$ cat src/cssr_pkg.sv
package cssr_pkg;

   localparam int DEF_BUFFER_DEPTH = 128;
   localparam int DEF_SAMPLE_WIDTH = 16;

   localparam int CSR_ADDR_WIDTH = 6;
   localparam int CSR_DATA_WIDTH = 64;
   localparam int REG_WIDTH      = 48;
   localparam int FIELD_WIDTH    = 16;
   localparam int INDEX_WIDTH    = 7;

   localparam logic [REG_WIDTH-1:0]   OFFSET_RESET = 48'h0;
   localparam logic [REG_WIDTH-1:0]   ROW_X_RESET  = 48'h0000_0000_1000;
   localparam logic [REG_WIDTH-1:0]   ROW_Y_RESET  = 48'h0000_1000_0000;
   localparam logic [REG_WIDTH-1:0]   ROW_Z_RESET  = 48'h1000_0000_0000;
   localparam logic [FIELD_WIDTH-1:0] FIELD_RESET  = 16'd50;

   // gap_error is Q8.8: 25.0, 1.0 and 10.0
   localparam logic [15:0] GAP_PURGE_MAX = 16'd6400;
   localparam logic [15:0] GAP_FLOOR     = 16'd256;
   localparam logic [19:0] LIMIT_SCALE   = 20'd10;

   localparam logic OP_ADD   = 1'b0;
   localparam logic OP_CLEAR = 1'b1;

   typedef enum logic [2:0] {
      CFG_OFFSET,
      CFG_ROW_X,
      CFG_ROW_Y,
      CFG_ROW_Z,
      CFG_FIELD
   } cfg_index_type;

   typedef enum logic [1:0] {
      KIND_FREE,
      KIND_WORST,
      KIND_PAIR,
      KIND_CLEAR
   } kind_type;

   // width of raw minus offset
   function automatic int cssr_dw(input int sw);
      return ((sw > 16) ? sw : 16) + 1;
   endfunction

   // width of a calibrated axis, also of the magnitude and its error
   function automatic int cssr_cw(input int sw);
      return cssr_dw(sw) + 6;
   endfunction

endpackage

$ cat src/cssr_cal.sv
module cssr_cal #(
   parameter int SAMPLE_WIDTH = cssr_pkg::DEF_SAMPLE_WIDTH
) (
   input  logic                                       clock,
   input  logic                                       reset,
   input  logic                                       start,
   input  logic [3*SAMPLE_WIDTH-1:0]                  sample,
   input  logic [cssr_pkg::REG_WIDTH-1:0]             offset_xyz,
   input  logic [cssr_pkg::REG_WIDTH-1:0]             matrix_row_x,
   input  logic [cssr_pkg::REG_WIDTH-1:0]             matrix_row_y,
   input  logic [cssr_pkg::REG_WIDTH-1:0]             matrix_row_z,
   input  logic [cssr_pkg::FIELD_WIDTH-1:0]           field_strength,
   output logic                                       done,
   output logic [cssr_pkg::cssr_cw(SAMPLE_WIDTH)-1:0] err
);
   import cssr_pkg::*;

   localparam int SW   = SAMPLE_WIDTH;
   localparam int DW   = cssr_dw(SW);
   localparam int SUMW = DW + 18;
   localparam int RW   = cssr_cw(SW);
   localparam int SQW  = 2 * RW;
   localparam int NW   = $clog2(RW + 1);

   typedef enum logic [2:0] {C_IDLE, C_MAC, C_SQ, C_ROOT, C_DONE} state_type;

   state_type               state_ff;
   logic signed [DW-1:0]    d_ff [3];
   logic signed [SUMW-1:0]  acc_ff;
   logic signed [RW-1:0]    c_ff [3];
   logic [1:0]              k_ff;
   logic [1:0]              r_ff;
   logic [SQW-1:0]          sq_ff;
   logic [SQW-1:0]          val_ff;
   logic [RW+1:0]           rem_ff;
   logic [RW-1:0]           root_ff;
   logic [NW-1:0]           cnt_ff;
   logic                    done_ff;
   logic [RW-1:0]           err_ff;

   logic [REG_WIDTH-1:0]    row_sel;
   logic signed [15:0]      coef;
   logic signed [DW+15:0]   prod;
   logic signed [SUMW-1:0]  sum_in;
   logic signed [SUMW-1:0]  round_in;
   logic signed [2*RW-1:0]  csq;
   logic [SQW-1:0]          sq_in;
   logic [RW+3:0]           rem_sh;
   logic [RW+3:0]           trial;
   logic [RW-1:0]           fs_ext;

   always_comb begin
      case (r_ff)
         2'd0:    row_sel = matrix_row_x;
         2'd1:    row_sel = matrix_row_y;
         default: row_sel = matrix_row_z;
      endcase
      coef     = $signed(row_sel[16*k_ff +: 16]);
      prod     = coef * d_ff[k_ff];
      sum_in   = acc_ff + SUMW'(prod);
      round_in = sum_in + SUMW'(2048);
      csq      = c_ff[r_ff] * c_ff[r_ff];
      sq_in    = sq_ff + SQW'($unsigned(csq));
      rem_sh   = {rem_ff, val_ff[SQW-1 -: 2]};
      trial    = {2'b00, root_ff, 2'b01};
      fs_ext   = RW'(field_strength);
   end

   always_ff @(posedge clock) begin
      if (reset) begin
         state_ff <= C_IDLE;
         done_ff  <= 1'b0;
      end else begin
         done_ff <= 1'b0;
         case (state_ff)
            C_IDLE: begin
               if (start) begin
                  for (int k = 0; k < 3; k++) begin
                     d_ff[k] <= DW'($signed(sample[k*SW +: SW]))
                              - DW'($signed(offset_xyz[16*k +: 16]));
                  end
                  acc_ff   <= '0;
                  sq_ff    <= '0;
                  k_ff     <= 2'd0;
                  r_ff     <= 2'd0;
                  state_ff <= C_MAC;
               end
            end
            C_MAC: begin
               if (k_ff == 2'd2) begin
                  c_ff[r_ff] <= RW'(round_in >>> 12);
                  acc_ff     <= '0;
                  k_ff       <= 2'd0;
                  if (r_ff == 2'd2) begin
                     r_ff     <= 2'd0;
                     state_ff <= C_SQ;
                  end else begin
                     r_ff <= r_ff + 2'd1;
                  end
               end else begin
                  acc_ff <= sum_in;
                  k_ff   <= k_ff + 2'd1;
               end
            end
            C_SQ: begin
               sq_ff <= sq_in;
               if (r_ff == 2'd2) begin
                  val_ff   <= sq_in;
                  rem_ff   <= '0;
                  root_ff  <= '0;
                  cnt_ff   <= NW'(RW);
                  state_ff <= C_ROOT;
               end else begin
                  r_ff <= r_ff + 2'd1;
               end
            end
            C_ROOT: begin
               if (rem_sh >= trial) begin
                  rem_ff  <= (RW+2)'(rem_sh - trial);
                  root_ff <= {root_ff[RW-2:0], 1'b1};
               end else begin
                  rem_ff  <= (RW+2)'(rem_sh);
                  root_ff <= {root_ff[RW-2:0], 1'b0};
               end
               val_ff <= {val_ff[SQW-3:0], 2'b00};
               cnt_ff <= cnt_ff - NW'(1);
               if (cnt_ff == NW'(1)) begin
                  state_ff <= C_DONE;
               end
            end
            C_DONE: begin
               err_ff   <= (root_ff >= fs_ext) ? root_ff - fs_ext : fs_ext - root_ff;
               done_ff  <= 1'b1;
               state_ff <= C_IDLE;
            end
            default: state_ff <= C_IDLE;
         endcase
      end
   end

   assign done = done_ff;
   assign err  = err_ff;

endmodule

$ cat config.mk
export PLATFORM = sky130hd
export DESIGN_NAME = cssr_cal
export DESIGN_NICKNAME = d
export VERILOG_FILES = /design/src/cssr_pkg.sv /design/src/cssr_cal.sv
export SDC_FILE = /design/constraint.sdc
export NUM_CORES = 2
export LEC_CHECK = 0
export BUFFER_PORTS_ARGS = -buffer_cell sky130_fd_sc_hd__buf_2
export CAP_MARGIN = 15
export CELL_PAD_IN_SITES_DETAIL_PLACEMENT = 2
export CELL_PAD_IN_SITES_GLOBAL_PLACEMENT = 2
export CORE_AREA = 3 3 416 418
export CTS_CLUSTER_DIAMETER = 100
export CTS_CLUSTER_SIZE = 12
export DETAILED_ROUTE_END_ITERATION = 10
export DIE_AREA = 0 0 419 421
export GPL_ROUTABILITY_DRIVEN = 1
export PLACE_DENSITY_LB_ADDON = 0.1
export SLEW_MARGIN = 20
export SYNTH_ARGS = -nofsm -noshare
export SYNTH_HDL_FRONTEND = slang
export SYNTH_SLANG_ARGS = --single-unit
$ cat constraint.sdc
create_clock -name clock -period 9.15 [get_ports clock]
set_input_delay 1.83 -clock clock [delete_from_list [all_inputs] [get_ports clock]]
set_output_delay 1.83 -clock clock [all_outputs]
set_load 0.03 [all_outputs]
**Word-level counts from Yosys, hierarchy flattened**

Memories as Yosys holds them, arrays and structs flattened. A register that Yosys moved wholly into a read port is not among the register bits.
Cells that the tools add are included.

- $lt $le $gt $ge: 2
- Div/mod/pow operators: 0
- Multiplexer cells: 41
- Eq/ne operators: 14
- Shift-type cells: 1
- Reduce and logical (&&, ||, !) cells: 12
- $mul: 2
- $add $sub $neg: 12
- Bitwise gates (word level): 1

Operators by type and width:

| kind | count |
|---|---|
| one-hot mux 46 bit (2 select lines) | 2 |
| one-hot mux 48 bit (2 select lines) | 1 |
| two-way mux 46 bit | 2 |
| two-way mux 35 bit | 2 |
| one-hot mux 35 bit (2 select lines) | 1 |
| subtractor 16 x 16 -> 17 bit | 3 |
| two-way mux 25 bit | 2 |
| one-hot mux 25 bit (2 select lines) | 1 |
| indexed part select 48 x 7 -> 16 bit | 1 |
| adder 46 bit | 1 |
| multiplier 23 x 23 -> 46 bit | 1 |
| two-way mux 23 bit | 2 |
| one-hot mux 23 bit (2 select lines) | 1 |
| adder 35 x 13 -> 35 bit, second input constant | 1 |
| adder 35 x 33 -> 35 bit | 1 |
| multiplier 16 x 17 -> 33 bit | 1 |
| greater-or-equal comparator 27 x 25 -> 1 bit | 1 |
| subtractor 25 bit | 1 |
| greater-or-equal comparator 23 x 16 -> 1 bit | 1 |
| subtractor 16 x 23 -> 23 bit | 1 |
| subtractor 23 x 16 -> 23 bit | 1 |
| two-way mux 3 bit | 5 |
| two-way mux 2 bit | 7 |
| != test 2 bit, second input constant | 6 |
| 22 further kinds | 39 |

- Bits in read-only memories: 0
- Input port bits: 259
- Flip-flop bits (word level): 211
- Output and inout port bits: 24
- Latch bits: 0
- Logic and storage cells: 98
- Bits in writable memories: 120
- Memories: 2

Memories:

| memory | words | width | read ports | clocked after memory_dff | wr ports | RTL line | RTL |
|---|---|---|---|---|---|---|---|
| c_ff | 3 | 23 | 1 | 1 | 1 | cssr_cal.sv:30 | `logic signed [RW-1:0] c_ff [3];` |
| d_ff | 3 | 17 | 1 | 1 | 3 | cssr_cal.sv:28 | `logic signed [DW-1:0] d_ff [3];` |

**Depth between registers and ports, before layout**

- Word-level depth: 7
- Depth in mapped cells: 35
- Mapped depth without buffers: 31

**Worst setup path before layout**

No wires, ideal clock.

- Path type: input -> register
- From: input reset
- To: register cnt_ff[0] (enable)
- Slack: -300 ps
- Cell stages on the path: 2
- Data required time: 8471 ps
- Data arrival time: 8771 ps
- Path buffers: 1
- Library setup time: 679 ps
- Cells stage by stage: clkbuf_1 -> nor3_1

- Longest elaborated chain between the ends: 2

RTL lines:

| what | RTL line | RTL |
|---|---|---|
| start: declaration | cssr_cal.sv:5 | `input logic reset,` |
| inverter 1 bit (no line) | -- |  |
| AND reduction 3 bit (no line) | -- |  |
| end signal: assignment | cssr_cal.sv:111 | `cnt_ff <= NW'(RW);` |
| end signal: assignment | cssr_cal.sv:126 | `cnt_ff <= cnt_ff - NW'(1);` |
| end: declaration | cssr_cal.sv:37 | `logic [NW-1:0] cnt_ff;` |

No other way between the ends.
A chain may end at the register's enable or synchronous reset.

**Final worst setup path**

- From: input matrix_row_y[40] (netlist bit)
- To: memory c_ff[2][22] (netlist bit) (data pin)

- Longest elaborated chain between the ends: 5

RTL lines:

| what | RTL line | RTL |
|---|---|---|
| start: declaration | cssr_cal.sv:10 | `input logic [cssr_pkg::REG_WIDTH-1:0] matrix_row_y,` |
| one-hot mux 48 bit (2 select lines) | cssr_cal.sv:53 | `case (r_ff)` |
| indexed part select 48 x 7 -> 16 bit | cssr_cal.sv:58 | `coef = $signed(row_sel[16*k_ff +: 16]);` |
| multiplier 16 x 17 -> 33 bit | cssr_cal.sv:59 | `prod = coef * d_ff[k_ff];` |
| adder 35 x 33 -> 35 bit | cssr_cal.sv:60 | `sum_in = acc_ff + SUMW'(prod);` |
| adder 35 x 13 -> 35 bit | cssr_cal.sv:61 | `round_in = sum_in + SUMW'(2048);` |
| net round_in[34] | cssr_cal.sv:45 | `logic signed [SUMW-1:0] round_in;` |
| end: declaration | cssr_cal.sv:30 |  |

The timed path passes the listed nets, and every way through them passes these cells.

==> flow_metrics.py <==
metrics = {
    "outcome": {
        "status": "completed",
    },
    "finish": {
        "fin_nets": 7295,
        "multi_input_area_um2": 35700,
        "layout.area.seq_um2": 9980,
        "final_util_pct": 34.5,
        "syn_to_final_growth_pct": 15.2,
        "stdcell_count": 7986,
        "drive_above_1_share_pct": 13.0,
        "final_area_um2": 58500,
        "n_fill_cell": 18700,
    },
    "floorplan": {
        "row_count": 151,
        "die-area_um2": 176000,
        "initial_utilization_pct": 30.0,
        "boundaryPins": 283,
        "die_h_um": 421,
        "die_w_um": 419,
        "core_area_um2": 169000,
    },
    "place": {
        "dpl.hpwl_mm": 151,
        "dp_cells": 7915,
        "dpl_cell_area_um2": 57100,
        "dp_slack_ns": -0.428,
        "gp_congestion": 0.831,
        "io_buffers": 282,
    },
    "drt": {
        "remaining_drc_errors": 0,
        "ant_nets": 0,
        "viasPerCell": 4.72,
        "first_iter_violations": 1528,
        "routed_wl_mm": 176,
        "wl_per_cell_um": 22.0,
        "drt-pass1-iter-count": 5,
        "vias": 37700,
    },
    "synthesis": {
        "async_flop_share_pct": 0,
        "synth_flop_cell": "edfxtp_1",
        "yosysTopAreaCell": "fa_1",
        "avgSynthCellArea_um2": 9.69,
        "synth_nets": 6791,
        "synth_seq_cells": 335,
        "syn-cell-area_um2": 50800,
        "synth_top_cells_by_area": "fa_1, edfxtp_1, ha_1, inv_1, nand2_1",
        "synth_cell_type_count": 93,
        "synth_most_common_cell": "inv_1",
        "yosysWarningCount": 0,
        "seq_area_frac_synth_pct": 19.7,
        "synth_top_area_share_pct": 36.2,
        "syn-instance-count": 5239,
        "ys_top_cells_by_count": "inv_1, fa_1, nand2_1, nor2_1, ha_1",
        "synth-edff-count": 327,
    },
    "clocking": {
        "clock-root-buffer": "clkbuf_16",
        "cts_made_buffers": 38,
        "cts.sinks": 335,
        "h-tree-depth": 2,
        "clkLatencyLatePin_ns": 0.63,
        "clkTransAtPathRegs_ns": 0.07,
        "cts_tree": "built",
        "cts_hold_buf": 0,
        "clockBufferDepth": 3,
    },
    "sta": {
        "slew_violations": 0,
        "hold_viol_final": 0,
        "finalSetupViolations": 0,
        "finalClockSkew_ns": 0.0538,
        "setup_ws_ns": 0.378,
        "period_share_pct": 95.9,
        "final.min_clock_period_ns": 8.77,
        "fmax_ghz": 0.114,
        "max_slew.worst_pin.slew_ns": 0.905,
        "relSlewSlack_pct": 39.0,
    },
    "grt": {
        "grtUsageTotal_pct": 20.2,
        "grt_max_degree": 52,
        "grt_use_met1_pct": 28.8,
        "grt_pass1_vias": 43600,
        "overflow": 0,
        "met3_usage_pct": 1.64,
        "antenna_found_initial": 16,
        "grt_pass1_wl_mm": 273,
        "grtUsageMet2_pct": 34.2,
        "grt.busiest_layer": "met2",
    },
    "worst_setup_path": {
        "worstPathMaxFanout": 9,
        "cp.arrival_ns": 9.10,
        "startpoint_type": "input port",
        "slowest_stage": "fa_1",
        "path_class": "input port to flop",
        "cp.required_ns": 9.47,
        "critPathTopFamily": "adder cells",
        "path_buf_inv": 10,
        "slowest_delay_ns": 0.57,
        "end_kind": "flop",
    },
    "job": {
        "drv_cap": 0,
    },
    "worst_hold_path": {
        "min-delay-path-class": "flop to flop",
    },
}
## per-stage QoR
stage          hold slack (ns)  TNS (ns)
6_report                 0.531         0
2_1_floorplan            0.484         0
3_3_place_gp             0.512    -14.09
3_5_place_dp             0.519    -14.31
4_1_cts                  0.536         0
5_1_grt                  0.555    -0.131
## cell usage in the layout, fill, tap and decap left out, types with 14 or more instances in the layout
cell type	instances
inv_1	1222
fa_1	917
nand2_1	505
nor2_1	470
ha_1	372
edfxtp_1	327
buf_4	319
buf_2	282
a21oi_1	165
xnor2_1	131
o21ai_0	124
a21o_1	69
mux2i_1	67
xor2_1	63
and2_1	47
o21a_1	46
nand3_1	45
nor2b_1	43
nor3_1	39
clkbuf_16	39
o21ai_1	30
a221oi_1	26
a211oi_1	26
nand2b_1	26
and3_1	21
buf_12	18
or3_1	16
o21bai_1	16
a31oi_1	15
o211ai_1	14
nand4_1	14
## repair_timing
item | 4_1_cts | 5_1_grt
endpoints found under the setup margin | 28 | 42
cloned | 0 | 0
buffers inserted | 2 | 4
pin swaps | 1 | 1
gates resized for setup | 1 | 15
## per-layer routing
layer | up-vias | wire length [um]
li1 | 17400 | -
met1 | 19900 | 84800
met2 | 376 | 84900
met3 | 114 | 3850
met4 | 10 | 2370
met5 | - | 48
## layout make-up
| cell class | instances | area share, % |
|---|---|---|
| multi-input cells | 3521 | 61.1 |
| inverters | 1228 | 7.89 |
| clock inverters | 12 | 0.263 |
| well taps | 2218 | 4.75 |
| diodes | 3 | 0.0128 |
| flip-flops and latches | 335 | 17.1 |
| repair buffers | 619 | 7.12 |
| clock buffers | 50 | 1.79 |
## sequential cells by signal, summed over array words and instances, names as in the netlist, named ones only
register,count
acc_ff,35
c_ff,69
cnt_ff,5
d_ff,51
done,1
err,23
k_ff,2
r_ff,2
rem_ff,25
root_ff,23
sq_ff,46
state_ff,3
val_ff,46
## kinds of logic (layout without fill, tap and decap cells)
logic type / after synthesis / after routing / synth area share, %
flip-flops: 335 / 335 / 19.7
adder cells (fa/ha/maj): 1293 / 1293 / 45.5
other: 0 / 3 / 0
multiplexers: 72 / 72 / 1.43
AO/OA/AOI/OAI: 672 / 672 / 8.74
buffers and inverters: 1383 / 1909 / 10.2
XOR/XNOR: 197 / 197 / 3.40
AND/OR/NAND/NOR: 1287 / 1287 / 11.1
## worst min-delay path, delay by kind of cell, from the launching register on
family        cells  cell delay [ns]
simple gates      2             0.11
flops             1             0.32
## worst paths after layout
kind,startpoint,end,slack (ns),depth (start not counted)
worst min register to register,val_ff[2]$_DFFE_PP_,val_ff[4]$_DFFE_PP_,0.53,2
worst max register to register,r_ff[0]$_DFFE_PP_,c_ff[2][22]$_DFFE_PP_,0.45,33
worst max-delay path,matrix_row_y[40],c_ff[2][22]$_DFFE_PP_,0.38,31
worst min-delay path,val_ff[2]$_DFFE_PP_,val_ff[4]$_DFFE_PP_,0.53,2
Power is left out: the tool's default activity adds up to more than one toggle a clock period on the data nets, which glitch-free logic cannot reach.
